`src/rtl/text_console_writer_unit_defines.svh`:
```
// Assertion macros shared by the text console writer RTL.
`ifndef TEXT_CONSOLE_WRITER_UNIT_DEFINES_SVH
`define TEXT_CONSOLE_WRITER_UNIT_DEFINES_SVH

`ifndef SYNTHESIS
// Same-cycle implication, sampled on clk and disabled during reset.
`define TCW_ASSERT_IMP(name, ante, cons) \
    name: assert property (@(posedge clk) disable iff (!rst_n) (ante) |-> (cons)) \
        else $error("assertion failed");
// Next-cycle implication, sampled on clk and disabled during reset.
`define TCW_ASSERT_NXT(name, ante, cons) \
    name: assert property (@(posedge clk) disable iff (!rst_n) (ante) |=> (cons)) \
        else $error("assertion failed");
`else
`define TCW_ASSERT_IMP(name, ante, cons)
`define TCW_ASSERT_NXT(name, ante, cons)
`endif

`endif

```
`src/rtl/tcw_pkg.sv`:
```
// Shared constants and controller/datapath interface types of the text console writer.
`default_nettype none

package tcw_pkg;

    localparam logic [7:0] CHAR_SPACE    = 8'd32;
    localparam logic [7:0] CHAR_LF       = 8'd10;
    localparam logic [7:0] CHAR_CR       = 8'd13;
    localparam logic [7:0] CHAR_PRINT_LO = 8'd32;
    localparam logic [7:0] CHAR_PRINT_HI = 8'd127;
    localparam logic [7:0] RESET_ATTR    = 8'd7;

    localparam int         APB_ADDR_W     = 2;
    localparam logic [1:0] ADDR_FILL_ATTR = 2'd0;

    // Commands from the controller to the datapath.
    typedef struct packed {
        logic load;
        logic sweep_reset;
        logic put_char;
        logic line_break;
        logic sweep_row;
        logic capture;
    } tcw_cmd_t;

    // Status from the datapath to the controller.
    typedef struct packed {
        logic is_print;
        logic is_break;
        logic wraps;
        logic sweep_last_cell;
        logic sweep_last_col;
    } tcw_status_t;

endpackage

`default_nettype wire

```
`src/rtl/tcw_ctrl.sv`:
```
// Controller state machine of the text console writer.
`default_nettype none
`include "text_console_writer_unit_defines.svh"

module tcw_ctrl (
    input  wire logic                 clk,
    input  wire logic                 rst_n,
    input  wire logic                 start,
    output logic                      busy,
    input  wire tcw_pkg::tcw_status_t status,
    output tcw_pkg::tcw_cmd_t         cmd
);

    localparam logic [2:0] S_CLEAR  = 3'd0;
    localparam logic [2:0] S_IDLE   = 3'd1;
    localparam logic [2:0] S_DECODE = 3'd2;
    localparam logic [2:0] S_SCROLL = 3'd3;
    localparam logic [2:0] S_FINISH = 3'd4;

    logic [2:0] state_reg;
    logic [2:0] state_next;

    always_comb
    begin
        state_next = state_reg;
        cmd        = '0;
        unique case (state_reg)
            S_CLEAR:
            begin
                cmd.sweep_reset = 1'b1;
                if (status.sweep_last_cell)
                begin
                    state_next = S_IDLE;
                end
            end
            S_IDLE:
            begin
                if (start)
                begin
                    cmd.load   = 1'b1;
                    state_next = S_DECODE;
                end
            end
            S_DECODE:
            begin
                // A read only needs the RAM address presented this cycle.
                state_next = S_FINISH;
                if (status.is_print)
                begin
                    cmd.put_char = 1'b1;
                    if (status.wraps)
                    begin
                        state_next = S_SCROLL;
                    end
                end
                else if (status.is_break)
                begin
                    cmd.line_break = 1'b1;
                    if (status.wraps)
                    begin
                        state_next = S_SCROLL;
                    end
                end
            end
            S_SCROLL:
            begin
                cmd.sweep_row = 1'b1;
                if (status.sweep_last_col)
                begin
                    state_next = S_FINISH;
                end
            end
            S_FINISH:
            begin
                cmd.capture = 1'b1;
                state_next  = S_IDLE;
            end
            default:
            begin
                state_next = S_IDLE;
            end
        endcase
    end

    always_ff @(posedge clk or negedge rst_n)
    begin
        if (!rst_n)
        begin
            state_reg <= S_CLEAR;
        end
        else
        begin
            state_reg <= state_next;
        end
    end

    assign busy = (state_reg != S_IDLE);

    `TCW_ASSERT_NXT(a_start_decodes, (state_reg == S_IDLE) && start, state_reg == S_DECODE)
    `TCW_ASSERT_NXT(a_finish_returns_idle, state_reg == S_FINISH, state_reg == S_IDLE)

endmodule

`default_nettype wire

```
`config.mk`:
```
export PLATFORM = sky130hd
export DESIGN_NAME = tcw_ctrl
export DESIGN_NICKNAME = d
export VERILOG_FILES = /design/src/rtl/tcw_pkg.sv /design/src/rtl/tcw_ctrl.sv
export VERILOG_INCLUDE_DIRS = /design/src /design/src/rtl
export SDC_FILE = /design/constraint.sdc
export NUM_CORES = 1
export LEC_CHECK = 0
export BUFFER_PORTS_ARGS = -buffer_cell sky130_fd_sc_hd__buf_2
export CAP_MARGIN = 20
export CORE_AREA = 2 2 39 41
export DETAILED_ROUTE_END_ITERATION = 8
export DIE_AREA = 0 0 41 43
export GPL_TIMING_DRIVEN = 0
export SYNTH_ARGS = -nofsm -noshare
export SYNTH_HDL_FRONTEND = slang
export SYNTH_SLANG_ARGS = --single-unit
```
`constraint.sdc`:
```
create_clock -name clk -period 1.7 [get_ports clk]
set_input_delay 0.085 -clock clk [delete_from_list [all_inputs] [get_ports clk]]
set_output_delay 0.085 -clock clk [all_outputs]
set_load 0.01 [all_outputs]
```
==> results.yml <==
run_status:
  status: "complete, no violations"
logic_synthesis:
  seq_area_frac_synth_pct: 34.7
  yosysWarningCount: 0
  syn_area_um2: 216
  syn_nets: 32
  synth-seq-cells: 3
  syn-mean-instance-area_um2: 9.02
  syn_inst: 24
  ys_types: 16
clock_network:
  cts-root-buf: "clkbuf_4"
  cts_tree: "done"
  insertion_delay_ps: 230
  clk_pin_slew_worst_paths_ps: 40
  ctsLongestPathBuffers: 2
  clock_sink_count: 3
  cts_buffers: 3
  cts_max_level: 1
layout:
  largest_register_ff_count: 3
  nets: 52
  layout-drive-gt1-share_pct: 46.5
  diodes: 0
  final-seq-area_um2: 75.1
  fillCellCount: 161
  layout-area-overhead-vs-synth_pct: 58.4
  multiInputGateArea_um2: 126
timing:
  timing.final.crit_share_pct: 80.1
  setup_viol: 0
  period_needed_ps: 1360
  slew_viol_final: 0
  slew_headroom_pct: 82.6
  rsz0062_at_grt: "false"
  finalHoldViolations: 0
  finClkSkew_ps: 0.777
  setup_tns_ps: 0
  tightest_slew_ps: 258
  fmax_mhz: 735
setup_path:
  cpMaxStageDelayCell: "dfrtp_1"
  crit_type: "reg2out"
  path_delay_family: "simple AND/OR/NAND/NOR gates"
  crit_path_end_kind: "primary output"
  cp.required_ps: 1620
  start_kind: "flip-flop"
  cp_num_buf_inv: 1
  crit_fanout: 7
  critPathArrivalTime_ps: 1280
  path_cells: "nand2b_1 > nor4b_2 > buf_2"
  cpPeakStageDelay_ps: 430
global_route:
  antenna_found_initial: 0
  grt_usage_pct: 7.54
  overflow: 0
  grt_first_pass_wirelength_um: 841
  grt_pass1_vias: 225
  grt_max_degree: 11
pwr:
  p_leak_nw: 0.175
  ir_drop_mv: 0.348
  powerDensity_mw_per_mm2: 1660
  power.total_uw: 568
floorplanning:
  start_util_pct: 15.6
  die_w_um: 41
  dieArea_mm2: 0.00176
  core-area_mm2: 0.00138
  die_h_um: 43
  rows: 14
  num_io_pins: 15
routing:
  drt-initial-drc-count: 5
  dr_total_vias: 248
  drtPass1Iterations: 2
  wirelength_um: 536
  viasPerCell: 4.20
  ant_nets: 0
  wl_per_cell_um: 9.08
  drc: 0
placement:
  gp_congestion: 0.670
  port_buffers: 14
  place_hpwl_um: 407
hold_path:
  hold_path.class: "in2reg"
run:
  maxCapViolations: 0
## per-stage QoR
| step | area, um^2 | std cells | util, % | hold slack (ps) | worst slack [ps] |
|---|---|---|---|---|---|
| after floorplan | 216 | 24 | - | -211 | 659 |
| after global placement | 307 | 54 | 22.2 | -118 | 593 |
| after detailed placement | 307 | 54 | 22.2 | -117 | 575 |
| after CTS | 343 | 59 | 24.8 | 153 | 324 |
| after global routing | 343 | 59 | 24.8 | 202 | 256 |
| final | 343 | 59 | 24.8 | 159 | 339 |
## final cells by class
| class | count | area share, % |
|---|---|---|
| tap | 16 | 5.84 |
| inverter | 1 | 1.09 |
| timing repair buffer | 15 | 23.4 |
| buffer | 1 | 3.28 |
| multi-input combinational | 19 | 36.9 |
| clock buffer | 4 | 7.66 |
| sequential | 3 | 21.9 |
## layout by cell type, fill, tap and decap left out
master and n:
clkbuf_4 3, dlygate4sd3_1 1, o21bai_1 1, clkbuf_1 1
or2_0 1, inv_1 1, or3_1 1, o211a_1 1
nor2_1 2, nand2b_1 2, buf_6 1, nor4b_2 1
nor3_1 2, nor3_2 1, nand2_1 1, dfrtp_1 3
o21ai_0 1, buf_2 14, a21oi_1 2, nor3b_1 3
## cell families after synthesis
logic type             synth area share (%)
AND/OR/NAND/NOR                        43.4
flip-flops                             34.7
buffers and inverters                  6.93
AO/OA/AOI/OAI                          15.0
## power breakdown
| group | internal, mW | total, mW | switching [mW] |
|---|---|---|---|
| clock | 0.0879 | 0.123 | 0.0355 |
| combinational | 0.140 | 0.288 | 0.148 |
| sequential | 0.106 | 0.156 | 0.0504 |
| total | 0.334 | 0.568 | 0.234 |
## timing repair
item / in CTS / in global routing
buffers inserted: 0 / 0
resized for setup: 0 / 0
hold buffers: 1 / 0
hold endpoints to repair: 3 / 0
setup endpoints to repair: 0 / 0
## cell usage after synthesis (all sizes together)
| cell | n | area [um^2] |
|---|---|---|
| nor4b | 1 | 15.0 |
| nand2b | 2 | 12.5 |
| nor3 | 3 | 20.0 |
| or2 | 1 | 6.26 |
| or3 | 1 | 6.26 |
| o21ai | 1 | 5.00 |
| inv | 1 | 3.75 |
| a21oi | 2 | 10.0 |
| o211a | 1 | 10.0 |
| nand2 | 1 | 3.75 |
| nor3b | 3 | 22.5 |
| o21bai | 1 | 7.51 |
| dfrtp | 3 | 75.1 |
| buf | 1 | 11.3 |
| nor2 | 2 | 7.51 |
## tightest hold or removal path: stages
cell and delay [ps]:
buf_2 90, a21oi_1 70, nor3_2 100
## worst paths after layout
check,slack (ps),from,depth (start not counted),end
max,340,state_reg[2],3,cmd[2]
min,160,start,3,state_reg[1]
max reg2reg,610,state_reg[0],4,state_reg[0]
min reg2reg,550,state_reg[2],1,state_reg[1]
max in group asynchronous,1420,rst_n,2,state_reg[1]
min in group asynchronous,180,rst_n,2,state_reg[2]
## routing by layer
| metal | track usage [%] | vias up | wire (um) |
|---|---|---|---|
| li1 | - | 124 | - |
| met1 | 6.45 | 115 | 219 |
| met2 | 11.3 | 9 | 261 |
| met3 | 5.24 | 0 | 55 |
| met4 | 6.00 | 0 | 0 |
| met5 | 0 | - | 0 |
Power figures use the tool's default switching activity.
