===== src/rtl/text_console_writer_unit_defines.svh =====
// Assertion macros shared by the text console writer RTL.
`ifndef TEXT_CONSOLE_WRITER_UNIT_DEFINES_SVH
`define TEXT_CONSOLE_WRITER_UNIT_DEFINES_SVH

`ifndef SYNTHESIS
// Same-cycle implication, sampled on clk and disabled during reset.
`define TCW_ASSERT_IMP(name, ante, cons) \
    name: assert property (@(posedge clk) disable iff (!rst_n) (ante) |-> (cons)) \
        else $error("assertion failed");
// Next-cycle implication, sampled on clk and disabled during reset.
`define TCW_ASSERT_NXT(name, ante, cons) \
    name: assert property (@(posedge clk) disable iff (!rst_n) (ante) |=> (cons)) \
        else $error("assertion failed");
`else
`define TCW_ASSERT_IMP(name, ante, cons)
`define TCW_ASSERT_NXT(name, ante, cons)
`endif

`endif


===== src/rtl/tcw_pkg.sv =====
// Shared constants and controller/datapath interface types of the text console writer.
`default_nettype none

package tcw_pkg;

    localparam logic [7:0] CHAR_SPACE    = 8'd32;
    localparam logic [7:0] CHAR_LF       = 8'd10;
    localparam logic [7:0] CHAR_CR       = 8'd13;
    localparam logic [7:0] CHAR_PRINT_LO = 8'd32;
    localparam logic [7:0] CHAR_PRINT_HI = 8'd127;
    localparam logic [7:0] RESET_ATTR    = 8'd7;

    localparam int         APB_ADDR_W     = 2;
    localparam logic [1:0] ADDR_FILL_ATTR = 2'd0;

    // Commands from the controller to the datapath.
    typedef struct packed {
        logic load;
        logic sweep_reset;
        logic put_char;
        logic line_break;
        logic sweep_row;
        logic capture;
    } tcw_cmd_t;

    // Status from the datapath to the controller.
    typedef struct packed {
        logic is_print;
        logic is_break;
        logic wraps;
        logic sweep_last_cell;
        logic sweep_last_col;
    } tcw_status_t;

endpackage

`default_nettype wire


===== src/rtl/tcw_cfg.sv =====
// APB-style configuration register block holding the fill attribute.
`default_nettype none

module tcw_cfg (
    input  wire logic                            clk,
    input  wire logic                            rst_n,
    input  wire logic                            psel,
    input  wire logic                            penable,
    input  wire logic                            pwrite,
    input  wire logic [tcw_pkg::APB_ADDR_W-1:0]  paddr,
    input  wire logic [31:0]                     pwdata,
    output logic      [31:0]                     prdata,
    output logic                                 pready,
    output logic      [7:0]                      fill_attr
);

    logic [7:0] fill_attr_reg;
    logic [7:0] fill_attr_next;

    always_comb
    begin
        fill_attr_next = fill_attr_reg;
        if (psel && penable && pwrite && (paddr == tcw_pkg::ADDR_FILL_ATTR))
        begin
            fill_attr_next = pwdata[7:0];
        end
    end

    always_ff @(posedge clk or negedge rst_n)
    begin
        if (!rst_n)
        begin
            fill_attr_reg <= tcw_pkg::RESET_ATTR;
        end
        else
        begin
            fill_attr_reg <= fill_attr_next;
        end
    end

    assign prdata    = (paddr == tcw_pkg::ADDR_FILL_ATTR) ? {24'd0, fill_attr_reg} : 32'd0;
    assign pready    = 1'b1;
    assign fill_attr = fill_attr_reg;

endmodule

`default_nettype wire


===== config.mk =====
export PLATFORM = sky130hd
export DESIGN_NAME = tcw_cfg
export DESIGN_NICKNAME = d
export VERILOG_FILES = /design/src/rtl/text_console_writer_unit_defines.svh /design/src/rtl/tcw_pkg.sv /design/src/rtl/tcw_cfg.sv
export SDC_FILE = /design/constraint.sdc
export NUM_CORES = 1
export LEC_CHECK = 0
export ABC_CLOCK_PERIOD_IN_PS = 1100
export BUFFER_PORTS_ARGS = -buffer_cell sky130_fd_sc_hd__clkbuf_2
export CORE_MARGIN = 4
export CORE_UTILIZATION = 32
export DETAILED_ROUTE_END_ITERATION = 8
export HOLD_SLACK_MARGIN = 0.03
export MAX_ROUTING_LAYER = met4
export PLACE_DENSITY = 0.92
export SYNTH_ARGS = -nofsm -noshare
export SYNTH_HDL_FRONTEND = slang
export SYNTH_SLANG_ARGS = --single-unit

===== constraint.sdc =====
create_clock -name clk -period 1.1 [get_ports clk]
set_input_delay 0.22 -clock clk [delete_from_list [all_inputs] [get_ports clk]]
set_output_delay 0.22 -clock clk [all_outputs]
set_load 0.005 [all_outputs]

==> results.sh <==
export IMPL_setup_ws_ps=-105.8
export IMPL_detailedRoute_firstPassIterationCount=1
export IMPL_worst_ir_drop_vdd_v=0.0005920
export IMPL_detail_route_drc_violations=0
export IMPL_synthMostInstantiatedCell="buf_4"
export IMPL_crit_fanout=2
export IMPL_timing_hold_violations_final=0
export IMPL_h_tree_depth=1
export IMPL_insertedDiodeCount=0
export IMPL_run_status="complete, but fails checks"
export IMPL_coreArea_um2=1727
export IMPL_detailedPlacementHpwl_um=969.9
export IMPL_globalRouteTotalUtil_pct=9.276
export IMPL_clkTransAtPathRegs_ps=60
export IMPL_worst_r2r_setup_slack_ps=220
export IMPL_maxCapViolCount=0
export IMPL_routed_wire_length_per_instance_um=9.558
export IMPL_holdCritPathClass="in2reg"
export IMPL_finalSetupTns_ps=-442.6
export IMPL_worst_path_max_delay_cell="dfstp_2"
export IMPL_postRouteWirelength_um=1147
export IMPL_worstReg2RegEnd="fill_attr[3]$_DFFE_PN0P_"
export IMPL_power_density_nw_per_um2=1336
export IMPL_ys_seq_elements=8
export IMPL_r2r_path_start="fill_attr[3]$_DFFE_PN0P_"
export IMPL_switching_share_pct=25.64
export IMPL_stdcell_area_um2=845.8
export IMPL_largest_register_ff_count=8
export IMPL_synthArstFlopShare_pct=100.0
export IMPL_min_period_over_period_pct=109.6
export IMPL_max_clock_freq_mhz=829.3
export IMPL_ff_latch_area_um2=203.9
export IMPL_vias_in_the_first_global_route=399
export IMPL_timing_critical_path_from_type="flop"
export IMPL_pre_cts_ws_ps=-27.89
export IMPL_netlist_instances=53
export IMPL_post_synth_instance_area_um2=581.8
export IMPL_grt_max_degree=9
export IMPL_violations="setup timing"
export IMPL_share_of_layout_cells_above_drive_strength_1_pct=66.32
export IMPL_worst_path_dominant_cell_family="flip-flops"
export IMPL_max_clock_path_buffers=2
export IMPL_timing_critical_path_to_type="primary output"
export IMPL_floorplan_die_area_um2=2564
export IMPL_number_of_buffers_added_by_the_clock_tree_synthesis_step=3
export IMPL_post_synth_main_area_contributors="buf_4 (32%), dfrtp_1 (22%), mux2_2 (15%)"
export IMPL_ys_seq_area_share_pct=35.05
export IMPL_period_needed_ps=1206
export IMPL_static_leakage_power_nw=0.4650
export IMPL_fillCellCount=191
export IMPL_worst_endpoint_required_ps=880
export IMPL_setup_viol=6
export IMPL_critical_path_cell_chain="and2_4, buf_6"
export IMPL_worstSkewPairLatency_ps=240
export IMPL_io_buffers=30
export IMPL_cts_num_sinks=8
export IMPL_post_synth_top_area_cell="buf_4"
export IMPL_grt_pass1_wl_um=1731
export IMPL_total_power_mw=1.130
export IMPL_floorplan_die_width_um=50.64
export IMPL_synthDominantCellAreaShare_pct=32.26
export IMPL_gp_congestion=0.7207
export IMPL_synthesis_area_per_instance_um2=10.98
export IMPL_r2r_worst_path_cells=2
export IMPL_instances_no_fill=120
export IMPL_io_pin_count=80
export IMPL_path_class="reg2out"
export IMPL_worstPathBufferInverterCount=1
export IMPL_endpoint="prdata[2]"
export IMPL_timing_clock_skew_ps=0
export IMPL_initial_utilization_pct=33.70
export IMPL_p_seq_share_pct=37.9
export IMPL_portion_of_total_power_attributed_to_combinational_logic_pct=41.8
export IMPL_clkPwrFrac_pct=20.3
export IMPL_dr_total_vias=428
export IMPL_numPlacedInstances=108
export IMPL_core_rowCount=15
export IMPL_worstPathArrival_ps=990
export IMPL_postPlaceCellArea_um2=676.9
export IMPL_clock_root_buffer="clkbuf_4"
export IMPL_power_switching_mw=0.2897
export IMPL_antenna_found_initial=0
export IMPL_grt_setup_unrepaired="yes"
export IMPL_synth_common_cells="buf_4 (25), and2_2 (8), mux2_2 (8), dfrtp_1 (5), dfstp_2 (3)"
export IMPL_multiInputGateArea_um2=286.5
export IMPL_globalRoute_totalOverflow=0
export IMPL_drv_slew=0
export IMPL_internal_power_mw=0.8400
export IMPL_final_nets=135
export IMPL_cts_tree="done"
export IMPL_detail_route_vias_per_cell=3.567
export IMPL_ys_flop_type="dfrtp_1"
export IMPL_setup_worst_path_start="fill_attr[2]$_DFFE_PN1P_"
export IMPL_drt_first_iter_violations=0
export IMPL_critical_path_cell_count=2
export IMPL_die_h_um=50.64
export IMPL_synth_enable_flop_cells=0
export IMPL_post_synth_num_cell_types=8
export IMPL_ys_warn_count=0
export IMPL_drt_antenna_violating_nets=0
export IMPL_area_delta_synth_final_pct=45.38
export IMPL_max_stage_delay_on_crit_path_ps=530
## final cells by class
| cell class | count | area share (%) |
|---|---|---|
| timing repair buffer | 40 | 35.21 |
| tap | 25 | 3.698 |
| sequential | 8 | 24.11 |
| clock buffer | 4 | 3.107 |
| multi-input combinational | 43 | 33.88 |
## cells in the final DEF, fill, tap and decap left out
master         netlist  layout
buf_6                0      14
nand4_4              1       1
clkbuf_2             0      23
dfstp_2              3       3
clkbuf_4             0       3
dfrtp_1              5       5
buf_4               25       2
and2_4               0       8
nor2_4               1       1
clkbuf_1             0       1
conb_1               2      25
dlygate4sd3_1        0       1
mux2_2               8       8
## logic make-up after synthesis
family	after synthesis	share of synthesized area (%)
buffers and inverters	25	32.26
AND/OR/NAND/NOR	10	15.91
other	2	1.291
multiplexers	8	15.48
flip-flops	8	35.05
## worst min-delay path by stage
stage	from	end	slack, ps	cells past startpoint
2_1_floorplan	rst_n	fill_attr[3]$_DFFE_PN0P_	-80	0
3_3_place_gp	rst_n	fill_attr[4]$_DFFE_PN0P_	80	1
3_5_place_dp	rst_n	fill_attr[4]$_DFFE_PN0P_	80	1
4_1_cts	pwdata[5]	fill_attr[5]$_DFFE_PN0P_	190	2
5_1_grt	pwdata[5]	fill_attr[5]$_DFFE_PN0P_	200	2
6_report	pwdata[5]	fill_attr[5]$_DFFE_PN0P_	200	2
## layer usage
metal  wire, um  up-vias  part of all wire, %  track usage (%)
met2        610       30                   53            16.52
met4          0        0                    0            2.691
met5          0        -                    0                -
li1           -      203                    -                -
met3        138        0                   12            3.561
met1        398      195                   35            9.386
## power groups by stage
| stage | Sequential [mW] | Clock [mW] | Combinational (mW) |
|---|---|---|---|
| floorplan | 0.432 | 0 | 0.176 |
| global placement | 0.427 | 0 | 0.257 |
| detailed placement | 0.431 | 0 | 0.263 |
| CTS | 0.417 | 0.245 | 0.390 |
| global route | 0.441 | 0.262 | 0.513 |
| finish | 0.428 | 0.229 | 0.472 |
## through the flow
step	hold slack [ps]	util, %
4_1_cts	190.3	45.29
5_1_grt	198.8	48.99
2_1_floorplan	-75.59	-
6_report	197.2	48.99
3_5_place_dp	79.34	39.20
3_3_place_gp	75.32	39.20
## timing repair
item                       CTS  global route
gates resized for setup      9            14
hold endpoints to repair     5             0
setup endpoints to repair   11            16
setup buffers                7             0
hold buffers                 1             0
cloned                       0             0
Power figures use the tool's default switching activity.
